===== config.mk =====
export PLATFORM = sky130hd
export DESIGN_NAME = trapezoid_joint_motion_profiler_unit
export DESIGN_NICKNAME = d
export VERILOG_FILES = /design/src/sv/tjmp_pkg.sv /design/src/sv/tjmp_div.sv /design/src/sv/tjmp_dp.sv /design/src/sv/tjmp_ctrl.sv /design/src/sv/trapezoid_joint_motion_profiler_unit.sv
export SDC_FILE = /design/constraint.sdc
export NUM_CORES = 2
export LEC_CHECK = 0
export ABC_AREA = 1
export BUFFER_PORTS_ARGS = -buffer_cell sky130_fd_sc_hd__buf_2
export CAP_MARGIN = 20
export CORE_UTILIZATION = 63
export DETAILED_ROUTE_END_ITERATION = 6
export PLACE_DENSITY = 0.82
export SLEW_MARGIN = 15
export SYNTH_ARGS = -nofsm -noshare
export SYNTH_HDL_FRONTEND = slang
export SYNTH_HIERARCHICAL = 1
export SYNTH_SLANG_ARGS = --single-unit

===== constraint.sdc =====
create_clock -name clk_i -period 13.25 [get_ports clk_i]
set_input_delay 1.325 -clock clk_i [delete_from_list [all_inputs] [get_ports clk_i]]
set_output_delay 1.325 -clock clk_i [all_outputs]
set_load 0.03 [all_outputs]

===== src/sv/tjmp_pkg.sv =====
// ----------------------------------------------------------------------------
// tjmp_pkg
// Shared types, constants and helpers of the joint motion profiler.
// ----------------------------------------------------------------------------
package tjmp_pkg;

  localparam int JOINTS    = 7;
  localparam int NFIELDS   = 7;
  localparam int AW        = 16;
  localparam int SW        = 17;
  localparam int ATW       = 12;
  localparam int JW        = (JOINTS > 1) ? $clog2(JOINTS) : 1;
  localparam int CFG_IW    = 3;
  localparam int DIV_STEPS = 17;
  localparam int DCW       = $clog2(DIV_STEPS + 1);
  localparam int BASE_ATTEMPTS = 12;

  typedef enum logic [2:0] {
    PH_IDLE   = 3'd0,
    PH_ACCEL  = 3'd1,
    PH_CRUISE = 3'd2,
    PH_DECEL  = 3'd3,
    PH_FINISH = 3'd4
  } phase_e;

  typedef enum logic [CFG_IW-1:0] {
    CFG_MIN_SPEED = 3'd0,
    CFG_MAX_SPEED = 3'd1,
    CFG_TOLERANCE = 3'd2,
    CFG_STEP_UP   = 3'd3,
    CFG_STEP_DOWN = 3'd4
  } cfg_e;

  typedef enum logic [2:0] {
    S_IDLE,
    S_ERR,
    S_UPD,
    S_DIV_GO,
    S_DIV_WAIT,
    S_MUL,
    S_OUT
  } state_e;

  localparam logic OP_GOAL = 1'b0;
  localparam logic OP_TICK = 1'b1;

  typedef struct packed {
    logic                 operation;
    logic signed [AW-1:0] joint_angle_0;
    logic signed [AW-1:0] joint_angle_1;
    logic signed [AW-1:0] joint_angle_2;
    logic signed [AW-1:0] joint_angle_3;
    logic signed [AW-1:0] joint_angle_4;
    logic signed [AW-1:0] joint_angle_5;
    logic signed [AW-1:0] joint_angle_6;
  } in_item_t;

  typedef struct packed {
    logic          command_valid;
    logic          goal_reached;
    logic [2:0]    phase;
    logic [AW-1:0] joint_speed_0;
    logic [AW-1:0] joint_speed_1;
    logic [AW-1:0] joint_speed_2;
    logic [AW-1:0] joint_speed_3;
    logic [AW-1:0] joint_speed_4;
    logic [AW-1:0] joint_speed_5;
    logic [AW-1:0] joint_speed_6;
  } out_item_t;

  typedef logic [JOINTS-1:0][AW-1:0] lanes_t;
  typedef logic [JOINTS-1:0][SW-1:0] shares_t;
  typedef logic [NFIELDS-1:0][AW-1:0] fields_t;

  typedef struct packed {
    logic          load_goal;
    logic          load_meas;
    logic          err_step;
    logic          update;
    logic          div_start;
    logic          share_wr;
    logic          mul_step;
    logic          out_load;
    logic [JW-1:0] idx;
  } ctrl_cmd_t;

  typedef struct packed {
    logic start_move;
    logic err_zero;
    logic div_done;
    logic out_free;
  } dp_status_t;

  function automatic lanes_t item_lanes(input in_item_t it);
    fields_t f;
    lanes_t  l;
    f = {it.joint_angle_6, it.joint_angle_5, it.joint_angle_4, it.joint_angle_3,
         it.joint_angle_2, it.joint_angle_1, it.joint_angle_0};
    l = '0;
    for (int j = 0; j < JOINTS; j++) begin
      if (j < NFIELDS) begin
        l[j] = f[j];
      end
    end
    return l;
  endfunction

endpackage


===== src/sv/tjmp_div.sv =====
// ----------------------------------------------------------------------------
// tjmp_div
// Restoring divider, one quotient bit per cycle, for the joint share ratio.
// ----------------------------------------------------------------------------
module tjmp_div
  import tjmp_pkg::*;
(
  input  logic          clk_i,
  input  logic          rst_ni,
  input  logic          start_i,
  input  logic [AW-1:0] num_i,
  input  logic [AW-1:0] den_i,
  output logic          done_o,
  output logic [SW-1:0] quo_o
);

  logic [SW-1:0]  rem_q, rem_d;
  logic [SW-1:0]  quo_q, quo_d;
  logic [AW-1:0]  den_q, den_d;
  logic [DCW-1:0] cnt_q, cnt_d;
  logic           run_q, run_d;
  logic           done_q, done_d;
  logic           bit_s;
  logic [SW-1:0]  rsub;

  always_comb begin
    bit_s  = (rem_q >= {1'b0, den_q});
    rsub   = bit_s ? (rem_q - {1'b0, den_q}) : rem_q;
    rem_d  = rem_q;
    quo_d  = quo_q;
    den_d  = den_q;
    cnt_d  = cnt_q;
    run_d  = run_q;
    done_d = 1'b0;
    if (start_i) begin
      rem_d = {1'b0, num_i};
      den_d = den_i;
      quo_d = '0;
      cnt_d = DCW'(DIV_STEPS);
      run_d = 1'b1;
    end else if (run_q) begin
      quo_d = {quo_q[SW-2:0], bit_s};
      rem_d = {rsub[SW-2:0], 1'b0};
      cnt_d = cnt_q - 1'b1;
      if (cnt_q == DCW'(1)) begin
        run_d  = 1'b0;
        done_d = 1'b1;
      end
    end
  end

  always_ff @(posedge clk_i or negedge rst_ni) begin
    if (!rst_ni) begin
      run_q  <= 1'b0;
      done_q <= 1'b0;
      cnt_q  <= '0;
    end else begin
      run_q  <= run_d;
      done_q <= done_d;
      cnt_q  <= cnt_d;
    end
  end

  always_ff @(posedge clk_i) begin
    rem_q <= rem_d;
    quo_q <= quo_d;
    den_q <= den_d;
  end

  assign done_o = done_q;
  assign quo_o  = quo_q;

endmodule


===== src/sv/tjmp_dp.sv =====
// ----------------------------------------------------------------------------
// tjmp_dp
// Datapath: configuration, goal and measured angles, phase update, shares,
// joint speed multiply and the output register.
// ----------------------------------------------------------------------------
module tjmp_dp
  import tjmp_pkg::*;
(
  input  logic            clk_i,
  input  logic            rst_ni,
  input  logic            cfg_we_i,
  input  logic [CFG_IW-1:0] cfg_idx_i,
  input  logic [AW-1:0]   cfg_data_i,
  input  in_item_t        in_data_i,
  input  logic            out_stall_i,
  input  ctrl_cmd_t       cmd_i,
  output dp_status_t      st_o,
  output logic            out_valid_o,
  output out_item_t       out_data_o
);

  logic [AW-1:0] min_q, max_q, tol_q, up_q, down_q;
  lanes_t        goal_q, meas_q, speed_q;
  shares_t       share_q;
  phase_e        phase_q, phase_d;
  logic          pend_q, pend_d;
  logic [SW-1:0] cs_q, cs_d;
  logic [ATW-1:0] att_q, att_d;
  logic [AW-1:0] err_q;
  logic          cmd_q, cmd_d;
  logic          reached_q, reached_d;
  logic          out_valid_q;
  out_item_t     out_q;

  logic signed [AW:0] dsub;
  logic [AW-1:0]  diff;
  logic           div_done;
  logic [SW-1:0]  div_quo;
  logic [SW:0]    cs_up;
  logic [SW:0]    floor_sum;
  logic [SW-1:0]  cs_new;
  logic [AW+3:0]  err16;
  logic [SW+3:0]  cs10;
  logic [ATW-1:0] att1;
  logic [AW+5:0]  err60;
  logic           start_move;
  logic [2*SW-1:0] prod;
  logic [SW+1:0]  prod_hi;
  fields_t        spd_f;

  always_comb begin
    dsub = $signed({goal_q[cmd_i.idx][AW-1], goal_q[cmd_i.idx]})
         - $signed({meas_q[cmd_i.idx][AW-1], meas_q[cmd_i.idx]});
    diff = dsub[AW] ? AW'(-dsub) : dsub[AW-1:0];
  end

  tjmp_div u_div (
    .clk_i   (clk_i),
    .rst_ni  (rst_ni),
    .start_i (cmd_i.div_start),
    .num_i   (diff),
    .den_i   (err_q),
    .done_o  (div_done),
    .quo_o   (div_quo)
  );

  assign start_move = !(phase_q == PH_ACCEL || phase_q == PH_CRUISE ||
                        phase_q == PH_DECEL || phase_q == PH_FINISH) && pend_q;

  always_comb begin
    cs_up     = {1'b0, cs_q} + {2'b0, up_q};
    floor_sum = {2'b0, down_q} + {2'b0, min_q};
    cs_new    = cs_q;
    phase_d   = phase_q;
    pend_d    = pend_q;
    cs_d      = cs_q;
    att_d     = att_q;
    cmd_d     = 1'b0;
    reached_d = 1'b0;
    att1      = (att_q != '0) ? att_q - 1'b1 : att_q;
    err60     = {err_q, 6'b0} - {4'b0, err_q, 2'b0};
    case (phase_q)
      PH_ACCEL: begin
        cs_new = cs_up[SW] ? {SW{1'b1}} : cs_up[SW-1:0];
      end
      PH_DECEL: begin
        cs_new = ({1'b0, cs_q} >= floor_sum) ? cs_q - {1'b0, down_q} : {1'b0, min_q};
      end
      default: begin
        cs_new = cs_q;
      end
    endcase
    err16 = {err_q, 4'b0};
    cs10  = {1'b0, cs_new, 3'b0} + {3'b0, cs_new, 1'b0};
    if (cmd_i.load_goal) begin
      pend_d = 1'b1;
    end
    if (cmd_i.update) begin
      case (phase_q)
        PH_ACCEL: begin
          cs_d = cs_new;
          if (err_q < tol_q) begin
            phase_d = PH_FINISH;
          end else begin
            if ({1'b0, err16} < cs10) begin
              phase_d = PH_DECEL;
            end else if (cs_new >= {1'b0, max_q}) begin
              phase_d = PH_CRUISE;
            end
            cmd_d = 1'b1;
          end
          att_d = att1;
          if (att1 == '0) phase_d = PH_FINISH;
        end
        PH_CRUISE: begin
          if ({1'b0, err16} < cs10) phase_d = PH_DECEL;
          cmd_d = 1'b1;
          att_d = att1;
          if (att1 == '0) phase_d = PH_FINISH;
        end
        PH_DECEL: begin
          cs_d = cs_new;
          if (err_q < tol_q) phase_d = PH_FINISH;
          cmd_d = 1'b1;
          att_d = att1;
          if (att1 == '0) phase_d = PH_FINISH;
        end
        PH_FINISH: begin
          phase_d   = PH_IDLE;
          reached_d = 1'b1;
        end
        default: begin
          phase_d = PH_IDLE;
          cs_d    = '0;
          if (pend_q) begin
            pend_d  = 1'b0;
            phase_d = PH_ACCEL;
            att_d   = ATW'(BASE_ATTEMPTS) + ATW'(err60[AW+5:12]);
          end
        end
      endcase
    end
  end

  always_comb begin
    prod    = cs_q * share_q[cmd_i.idx];
    prod_hi = prod[2*SW-1:AW];
  end

  always_ff @(posedge clk_i or negedge rst_ni) begin
    if (!rst_ni) begin
      min_q       <= AW'(655);
      max_q       <= AW'(9830);
      tol_q       <= AW'(205);
      up_q        <= AW'(216);
      down_q      <= AW'(216);
      phase_q     <= PH_IDLE;
      pend_q      <= 1'b0;
      cs_q        <= '0;
      att_q       <= '0;
      share_q     <= '0;
      out_valid_q <= 1'b0;
    end else begin
      if (cfg_we_i) begin
        case (cfg_idx_i)
          CFG_MIN_SPEED: min_q  <= cfg_data_i;
          CFG_MAX_SPEED: max_q  <= cfg_data_i;
          CFG_TOLERANCE: tol_q  <= cfg_data_i;
          CFG_STEP_UP:   up_q   <= cfg_data_i;
          CFG_STEP_DOWN: down_q <= cfg_data_i;
          default: ;
        endcase
      end
      phase_q <= phase_d;
      pend_q  <= pend_d;
      cs_q    <= cs_d;
      att_q   <= att_d;
      if (cmd_i.update && start_move) begin
        share_q <= '0;
      end
      if (cmd_i.share_wr) begin
        share_q[cmd_i.idx] <= div_quo;
      end
      if (cmd_i.out_load) begin
        out_valid_q <= 1'b1;
      end else if (!out_stall_i) begin
        out_valid_q <= 1'b0;
      end
    end
  end

  always_comb begin
    spd_f = '0;
    for (int k = 0; k < NFIELDS; k++) begin
      if (k < JOINTS && cmd_q) begin
        spd_f[k] = speed_q[k];
      end
    end
  end

  always_ff @(posedge clk_i) begin
    if (cmd_i.load_goal) begin
      goal_q <= item_lanes(in_data_i);
    end
    if (cmd_i.load_meas) begin
      meas_q <= item_lanes(in_data_i);
    end
    if (cmd_i.err_step) begin
      err_q <= (cmd_i.idx == '0 || diff > err_q) ? diff : err_q;
    end
    if (cmd_i.update) begin
      cmd_q     <= cmd_d;
      reached_q <= reached_d;
    end
    if (cmd_i.mul_step) begin
      speed_q[cmd_i.idx] <= (prod_hi > (SW+1)'(16'hFFFF)) ? 16'hFFFF : prod_hi[AW-1:0];
    end
    if (cmd_i.out_load) begin
      out_q.command_valid <= cmd_q;
      out_q.goal_reached  <= reached_q;
      out_q.phase         <= phase_q;
      out_q.joint_speed_0 <= spd_f[0];
      out_q.joint_speed_1 <= spd_f[1];
      out_q.joint_speed_2 <= spd_f[2];
      out_q.joint_speed_3 <= spd_f[3];
      out_q.joint_speed_4 <= spd_f[4];
      out_q.joint_speed_5 <= spd_f[5];
      out_q.joint_speed_6 <= spd_f[6];
    end
  end

  assign st_o.start_move = start_move;
  assign st_o.err_zero   = (err_q == '0);
  assign st_o.div_done   = div_done;
  assign st_o.out_free   = !out_valid_q || !out_stall_i;
  assign out_valid_o     = out_valid_q;
  assign out_data_o      = out_q;

endmodule


===== src/sv/tjmp_ctrl.sv =====
// ----------------------------------------------------------------------------
// tjmp_ctrl
// Sequencer: error scan, phase update, share division, speed multiply and output load.
// ----------------------------------------------------------------------------
module tjmp_ctrl
  import tjmp_pkg::*;
(
  input  logic       clk_i,
  input  logic       rst_ni,
  input  logic       in_valid_i,
  input  logic       in_op_i,
  output logic       in_stall_o,
  input  dp_status_t st_i,
  output ctrl_cmd_t  cmd_o
);

  state_e        state_q, state_d;
  logic [JW-1:0] idx_q, idx_d;
  logic          last;

  assign last = (idx_q == JW'(JOINTS - 1));

  always_comb begin
    state_d = state_q;
    idx_d   = idx_q;
    case (state_q)
      S_IDLE: begin
        idx_d = '0;
        if (in_valid_i && in_op_i == OP_TICK) state_d = S_ERR;
      end
      S_ERR: begin
        idx_d = last ? '0 : idx_q + 1'b1;
        if (last) state_d = S_UPD;
      end
      S_UPD: begin
        idx_d   = '0;
        state_d = (st_i.start_move && !st_i.err_zero) ? S_DIV_GO : S_MUL;
      end
      S_DIV_GO: begin
        state_d = S_DIV_WAIT;
      end
      S_DIV_WAIT: begin
        if (st_i.div_done) begin
          idx_d   = last ? '0 : idx_q + 1'b1;
          state_d = last ? S_MUL : S_DIV_GO;
        end
      end
      S_MUL: begin
        idx_d = last ? '0 : idx_q + 1'b1;
        if (last) state_d = S_OUT;
      end
      S_OUT: begin
        if (st_i.out_free) state_d = S_IDLE;
      end
      default: begin
        state_d = S_IDLE;
      end
    endcase
  end

  always_comb begin
    cmd_o     = '0;
    cmd_o.idx = idx_q;
    case (state_q)
      S_IDLE: begin
        cmd_o.load_goal = in_valid_i && in_op_i == OP_GOAL;
        cmd_o.load_meas = in_valid_i && in_op_i == OP_TICK;
      end
      S_ERR:      cmd_o.err_step  = 1'b1;
      S_UPD:      cmd_o.update    = 1'b1;
      S_DIV_GO:   cmd_o.div_start = 1'b1;
      S_DIV_WAIT: cmd_o.share_wr  = st_i.div_done;
      S_MUL:      cmd_o.mul_step  = 1'b1;
      S_OUT:      cmd_o.out_load  = st_i.out_free;
      default: ;
    endcase
  end

  assign in_stall_o = (state_q != S_IDLE);

  always_ff @(posedge clk_i or negedge rst_ni) begin
    if (!rst_ni) begin
      state_q <= S_IDLE;
      idx_q   <= '0;
    end else begin
      state_q <= state_d;
      idx_q   <= idx_d;
    end
  end

endmodule


===== src/sv/trapezoid_joint_motion_profiler_unit.sv =====
// ----------------------------------------------------------------------------
// trapezoid_joint_motion_profiler_unit
// Seven-joint trapezoidal speed profiler, controller plus datapath.
// ----------------------------------------------------------------------------
// Goal transfer: taken while idle, no result.
// Tick transfer: error scan, update, multiply, then load into the output
// register; a tick that starts a move with nonzero error also runs the
// serial divider once per joint between update and multiply.
// One item at a time; the next is taken while a result waits to transfer.
// Reset clears phase, pending flag, common speed, shares, budget and the output valid flag.
module trapezoid_joint_motion_profiler_unit
  import tjmp_pkg::*;
(
  input  logic              clk_i,
  input  logic              rst_ni,
  input  logic              cfg_we_i,
  input  logic [CFG_IW-1:0] cfg_idx_i,
  input  logic [AW-1:0]     cfg_data_i,
  input  logic              in_valid_i,
  output logic              in_stall_o,
  input  in_item_t          in_data_i,
  output logic              out_valid_o,
  input  logic              out_stall_i,
  output out_item_t         out_data_o
);

  ctrl_cmd_t  cmd;
  dp_status_t st;

  tjmp_ctrl u_ctrl (
    .clk_i      (clk_i),
    .rst_ni     (rst_ni),
    .in_valid_i (in_valid_i),
    .in_op_i    (in_data_i.operation),
    .in_stall_o (in_stall_o),
    .st_i       (st),
    .cmd_o      (cmd)
  );

  tjmp_dp u_dp (
    .clk_i       (clk_i),
    .rst_ni      (rst_ni),
    .cfg_we_i    (cfg_we_i),
    .cfg_idx_i   (cfg_idx_i),
    .cfg_data_i  (cfg_data_i),
    .in_data_i   (in_data_i),
    .out_stall_i (out_stall_i),
    .cmd_i       (cmd),
    .st_o        (st),
    .out_valid_o (out_valid_o),
    .out_data_o  (out_data_o)
  );

endmodule

==> out/metrics.yaml <==
cp_max_fo: 37
preCtsSetupSlack_ps: 4033
drt-initial-drc-count: 3893
rsz0062_at_grt: "false"
htreeDepth: 3
whs_path_depth: 2
cts_tree: "done"
cp-start-kind: "register"
fillCellCount: 5437
route.vias.total: 36300
drive_above_1_share_pct: 10.95
synth_fp_nets: 5592
tightest_slew_ps: 1135
finalCritPeriodShare_pct: 71.31
p_per_area_mw_per_mm2: 224.3
syn_to_final_growth_pct: 10.70
required_ps: 13490
drc: 5
maxCapViolCount: 0
fin_ws_ps: 3801
numCtsBuffers: 80
wl_um: 123900
gp_congestion: 0.9774
cts_hold_buf: 0
netlist_instances: 4929
clock_sinks: 767
crit_path_end_kind: "register"
initial_utilization_pct: 63.99
cts.clk_slew.worst_paths_ps: 60
grt-ovfl-total: 0
cts.path.max_buffers: 3
placement.io_buffers: 255
cts_setup_buffers: 0
grt_max_degree: 152
wire_per_inst_um: 20.07
setup_viol: 0
fmax_mhz: 105.8
crit_buf_inv: 6
die_x_um: 274.9
dr.pass1.iters: 7
final_util_pct: 70.84
synth_ff_type: "edfxtp_1"
skew_ps: 44.62
peakVddDrop_uv: 289.0
rows: 99
yosysWarnings: 6
clk_latency_ps: 660
async_reset_ff_share_pct: 32.07
synth.cell_area_mm2: 0.04693
ys_seq_elements: 767
cp_slowest_cell: "xor2_2"
nNetsFinal: 5813
die_area_mm2: 0.07558
hold_path.class: "reg2reg"
synth_edf_count: 503
grt_first_pass_wirelength_um: 192900
antenna_found_initial: 2
crit_cells: 28
p_leak_uw: 0.02442
fin_tns_setup_ps: 0
violations: "DRC"
avgSynthCellArea_um2: 9.520
final_hold_viol_count: 0
antenna_left: 0
synth.distinct_cells: 71
ys_seq_area_share_pct: 46.14
drv_slew: 0
ios: 256
worstPathArrival_ps: 9690
viasPerCell: 5.877
crit_path_max_incr_delay_ps: 900
layout_min_cycle_time_ps: 9449
r2r_cells: 28
die_h_um: 274.9
cts_root_buf: "clkbuf_16"
critPathKind: "reg2reg"
hpwl_um: 89510
ctsResizeCount: 0
grt_pass1_vias: 35890
relSlewSlack_pct: 24.30
critical-path-top-delay-family: "adder cells"
path_common_cell: "fa_1"
core_area_mm2: 0.07333
track_usage_pct: 33.22
status: "complete, but fails checks"
[routing by layer]
metal / track usage, % / vias to the layer above / share of wire [%]
met4: 13.27 / 2 / 3.8
met3: 5.734 / 311 / 9.3
met1: 43.74 / 17440 / 39
met2: 54.96 / 1849 / 48
met5: 0 / - / 0.015
li1: - / 16690 / -
[per-stage QoR]
step | total power (uW) | hold slack (ps) | instance area, um2 | instances
after floorplan | 7564 | 400.3 | 46930 | 4929
after global placement | 8943 | 442.5 | 49040 | 6023
after detailed placement | 9148 | 454.3 | 49040 | 6023
after CTS | 11530 | 464.0 | 51880 | 6171
after global routing | 12450 | 495.2 | 51950 | 6176
final | 11650 | 467.5 | 51950 | 6176
[worst register-to-register path, delay by kind of cell, from the launching register on]
| kind | cells | cell delay [ps] |
|---|---|---|
| adder cells (fa/ha/maj) | 7 | 3470 |
| buffers and inverters | 6 | 1520 |
| AND/OR/NAND/NOR | 8 | 1360 |
| AO/OA/AOI/OAI | 6 | 1250 |
| XOR/XNOR | 1 | 900 |
| flip-flops | 1 | 560 |
[synth_stat cells (40+ instances only)]
cell type | n | area [um2]
xnor2_1 | 41 | 359.1
ha_1 | 298 | 3729
xor2_1 | 69 | 604.3
buf_2 | 40 | 200.2
a21oi_1 | 204 | 1021
a22o_1 | 60 | 525.5
edfxtp_1 | 503 | 15100
nor2_1 | 249 | 934.7
nand2_1 | 1087 | 4080
fa_1 | 228 | 4564
nand3_1 | 249 | 1246
o21ai_0 | 276 | 1381
inv_1 | 802 | 3010
nand4_1 | 53 | 331.6
clkbuf_1 | 99 | 371.6
dfrtp_1 | 220 | 5505
[worst paths after layout]
check,startpoint,end,slack (ps)
max reg2reg,u_ctrl/idx_q[1],u_dp/speed_q[59],3800
min reg2reg,u_dp/u_div/rem_q[16],u_dp/u_div/rem_q[16],470
min,u_dp/u_div/rem_q[16],u_dp/u_div/rem_q[16],470
max,u_ctrl/idx_q[1],u_dp/speed_q[59],3800
min in group asynchronous,rst_ni,u_dp/min_q[11],720
max in group asynchronous,rst_ni,u_dp/share_q[12],11190
[report_power, final]
group	total [uW]	internal, uW	switching (uW)
logic	5870	1930	3940
registers	3430	3050	377
clock network	2360	1380	982
total	11700	6360	5290
[flip-flops by register name, indices dropped and copies added, names as in the netlist, 17 cells and up]
signal / cells
u_dp/share_q: 119
u_dp/out_data_o: 117
u_dp/goal_q: 112
u_dp/meas_q: 112
u_dp/speed_q: 112
u_dp/cs_q: 17
u_dp/u_div/quo_o: 17
u_dp/u_div/rem_q: 17
[logic make-up (layout without fill, tap and decap cells)]
family	after synthesis	after routing	synth area share (%)
AO/OA/AOI/OAI	752	752	9.556
XOR/XNOR	114	114	2.216
adder cells (fa/ha/maj)	526	526	17.67
buffers and inverters	983	1270	8.090
flip-flops	767	767	46.14
multiplexers	1	1	0.02133
other	0	1	0
AND/OR/NAND/NOR	1786	1786	16.30
[placed cells by master (no fill, tap or decap), drive strengths merged, types with 5 or more instances in the layout]
| cell type | n |
|---|---|
| clkinv | 35 |
| o2111ai | 6 |
| dfxtp | 18 |
| nand4 | 53 |
| nand3b | 28 |
| nor3 | 32 |
| a21oi | 208 |
| o21a | 6 |
| and3 | 5 |
| a21o | 6 |
| a31oi | 15 |
| fa | 228 |
| a22oi | 15 |
| o211ai | 12 |
| inv | 822 |
| nand3 | 267 |
| nor4 | 8 |
| xor2 | 73 |
| edfxtp | 503 |
| dfrtp | 220 |
| nor2 | 267 |
| xnor2 | 41 |
| buf | 299 |
| a221oi | 37 |
| o21bai | 10 |
| or2 | 6 |
| dfstp | 26 |
| a22o | 60 |
| o21ai | 320 |
| a211oi | 9 |
| clkbuf | 101 |
| bufinv | 9 |
| o221ai | 5 |
| nand2 | 1114 |
| ha | 298 |
| o22ai | 24 |
[cell type report]
cell class / instances / area [um2] / area share [%]
repair buffers: 299 / 1664 / 3.203
clock buffers: 101 / 2202 / 4.239
clock inverters: 47 / 631.9 / 1.216
multi-input cells: 3179 / 21500 / 41.40
flip-flops and latches: 767 / 21650 / 41.68
inverters: 823 / 3090 / 5.949
well taps: 959 / 1200 / 2.310
diodes: 1 / 2.502 / 0.004817
Note: power is estimated with default switching activity, not from simulation.
